File: src/rtl/btha_ram.sv
// Generic single-port-write, single-port-read RAM with a registered read.
// No dependencies; used for the block table.
`default_nettype none

module btha_ram #(
	parameter int WIDTH = 8,
	parameter int DEPTH = 16
) (
	input  wire logic                     clk,
	input  wire logic                     we,
	input  wire logic [$clog2(DEPTH)-1:0] waddr,
	input  wire logic [WIDTH-1:0]         wdata,
	input  wire logic [$clog2(DEPTH)-1:0] raddr,
	output logic      [WIDTH-1:0]         rdata
);

	logic [WIDTH-1:0] mem_q [DEPTH];

	always_ff @(posedge clk) begin
		if (we) begin
			mem_q[waddr] <= wdata;
		end
		rdata <= mem_q[raddr];
	end

endmodule

`default_nettype wire

File: config.mk
export PLATFORM = sky130hd
export DESIGN_NAME = btha_ram
export DESIGN_NICKNAME = d
export VERILOG_FILES = /design/src/rtl/btha_ram.sv
export SDC_FILE = /design/constraint.sdc
export NUM_CORES = 1
export LEC_CHECK = 0
export ABC_AREA = 1
export BUFFER_PORTS_ARGS = -buffer_cell sky130_fd_sc_hd__buf_2
export CAP_MARGIN = 20
export CORE_MARGIN = 2
export CORE_UTILIZATION = 50
export DETAILED_ROUTE_END_ITERATION = 8
export PLACE_DENSITY_LB_ADDON = 0.1
export SYNTH_ARGS = -nofsm -noshare
export SYNTH_HDL_FRONTEND = slang
export SYNTH_SLANG_ARGS = --single-unit
File: constraint.sdc
create_clock -name clk -period 2.05 [get_ports clk]
set_clock_uncertainty 0.1 [all_clocks]
set_input_delay 0.1025 -clock clk [delete_from_list [all_inputs] [get_ports clk]]
set_output_delay 0.1025 -clock clk [all_outputs]
set_load 0.1 [all_outputs]
==> run summary <==
Status = finished, final reports clean
Commonest non-fill, non-tap cell in the layout = nand2_1
Compound-Gate Fraction of Synth Area = 0%
Worst-path clk slew = 0.06 ns
Avg Vias per Cell = 5.056
Wire per inst = 16.95 µm
Logic pwr share = 7.7%
Critical Path AT = 2.13 ns
CTS tree = built
Placed inst area = 6045 µm²
RSZ-0062 raised after global routing = no
Total GRT Usage = 22.08%
Cell Area, Synth = 5767 µm²
Setup TNS = 0 ns
Final nets = 610
Htree depth = 4
Adder-cell share of the synthesized area = 0%
DIE AREA = 12410 µm²
Post-Synth XOR/XNOR Area = 0%
Vias in the first global route = 3702
Tcrit/Tclk final = 91.63%
Max Transition Viols Final = 0
First-pass GRT wire length = 20.11 mm
Syn Area/Cell = 10.47 µm²
Yosys reg bits = 136
Post-synthesis mux area share = 0%
Initial Util = 50.94%
P_int = 4994 µW
Crit-path cells = dlygate4sd3_1, buf_2, clkinvlp_4, nand3_1, nand3_1, dlygate4sd3_1, nand2_1
Post CTS Setup Buffer Count = 0
Post-layout util = 58.75%
Leakage power = 0.002893 µW
Root Driver = clkbuf_16
Wirelength, routed = 12.68 mm
Pwr/cell area = 975.0 nW/µm²
Layout cells sized above 1 = 12.23%
F_max = 532.4 MHz
Worst relative slew slack = 54.79%
Critical path buffers and inverters = 4
GRT overflow = 0
FP Rows = 39
Worst path slowest cell = dlygate4sd3_1
Worst min-delay path class = in -> reg
Flop pwr share = 48.3%
Critical Path Max Stage Delay = 0.58 ns
Placeable Area = 11320 µm²
Worst VDD drop = 0.0006023 V
Tmin final = 1.878 ns
Clk pwr share = 44.0%
Combinational family with the most area after synthesis = simple AND/OR/NAND/NOR gates
Least-Margin Pin Slew = 0.6756 ns
Fin. Hold Viols = 0
Port Buffers = 25
Critical Path End Type = flip-flop
Die Ht = 111.4 µm
DP HPWL = 7.970 mm
I/O pins = 26
Hold Worst Slack = 0.002445 ns
Critical Path RT = 2.31 ns
CP max FO = 16
Worst Path Class, Setup = in -> reg
Crit start category = input port
Initial DRT Pass Iterations = 5
YS warnings = 0
Final Setup Violations = 0
Synthesized instance count = 551
Worst-skew pair later-pin latency = 0.41 ns
Worst Setup Slack, final = 0.1716 ns
Antenna-violating nets left = 0
Post-synthesis sequential area ratio = 69.43%
CTS Sinks = 136
Simple-gate portion of the synthesized area = 21.05%
1st-iter DRT viols = 314
CTS Buf Count = 17
# diodes = 0
Post-synthesis cell type count = 12
Switching Share = 22.99%
Longest Clk Path Bufs = 2
Initial antenna violation count = 0
Net Sw Power = 1491 µW
Layout area overhead = 15.34%
Crit-path leading delay family = buffers and inverters
Total number of vias = 3782
Number of remaining DRC errors = 0
MaxCap Viol Count = 0
Placer Congestion = 0.8019
Most frequent cells in the layout = nand2_1 (173), edfxtp_1 (128), inv_1 (99)
Dpl ws = 0.6075 ns
Syn nets = 569
Largest net degree at the start of global routing = 56
Die Wd = 111.4 µm
Non-Filler Cell Area, Final = 6651 µm²
# fillers = 945
==> timing repair <==
action                     CTS  global route
setup endpoints to repair    0             1
hold buffers                 4             0
gates resized for setup      0             1
hold endpoints to repair    11             0
==> power groups by stage <==
stage / sequential (µW) / combinational (µW) / clock [µW]
floorplan: 3310 / 219 / 0
global placement: 3190 / 493 / 0
detailed placement: 3190 / 497 / 0
CTS: 3130 / 505 / 2900
global route: 3130 / 548 / 3030
finish: 3130 / 503 / 2850
==> synth_stat cells <==
| library cell | count | area (µm²) |
|---|---|---|
| dfxtp_1 | 8 | 160.2 |
| nand2_1 | 173 | 649.4 |
| nand3b_1 | 2 | 15.01 |
| buf_4 | 4 | 30.03 |
| inv_2 | 2 | 7.510 |
| buf_2 | 13 | 65.06 |
| nand3_1 | 97 | 485.5 |
| edfxtp_1 | 128 | 3844 |
| nor2_1 | 17 | 63.81 |
| buf_6 | 6 | 67.56 |
| inv_1 | 100 | 375.4 |
| buf_1 | 1 | 3.750 |
==> per-layer routing <==
metal / routed length, µm / track usage, % / up-vias
met2: 5977 / 34.07 / 113
li1: - / - / 1857
met3: 648 / 5.117 / 22
met4: 246 / 8.889 / 0
met5: 0 / 0 / -
met1: 5808 / 30.76 / 1790
==> path summary, 6_finish.rpt <==
kind / depth (start not counted) / slack (ns) / from / endpoint
setup / recovery: 7 / 0.17 / raddr[2] / rdata[5]
hold / removal: 1 / 0.002 / wdata[1] / mem_q[0][1]
setup reg to reg: 7 / 0.49 / mem_q[8][5] / rdata[5]
hold reg to reg: 6 / 0.57 / mem_q[11][3] / rdata[3]
==> final cells by class <==
cell class / instances / area, µm² / area share [%]
Sequential cell: 136 / 4004 / 60.20
Multi-Input combinational cell: 289 / 1214 / 18.25
Clock buffer: 18 / 429.2 / 6.452
Inverter: 102 / 386.6 / 5.813
Timing Repair Buffer: 46 / 305.3 / 4.590
Tap cell: 143 / 178.9 / 2.690
Clock inverter: 14 / 133.9 / 2.013
==> flip-flops by register name, indices dropped and copies added, names as in the netlist <==
| register | flops |
|---|---|
| rdata | 8 |
| mem_q | 128 |
==> cells by family (layout without fill, tap and decap cells) <==
| family | Yosys count | in the layout |
|---|---|---|
| simple gates | 289 | 289 |
| buf+inv | 126 | 180 |
| flops | 136 | 136 |
==> metrics by stage <==
step	power, µW	cells
floorplan	3533	551
finish	6485	748
CTS	6539	748
global placement	3679	712
detailed placement	3684	712
global route	6715	748
(Power assumes the default switching activity.)
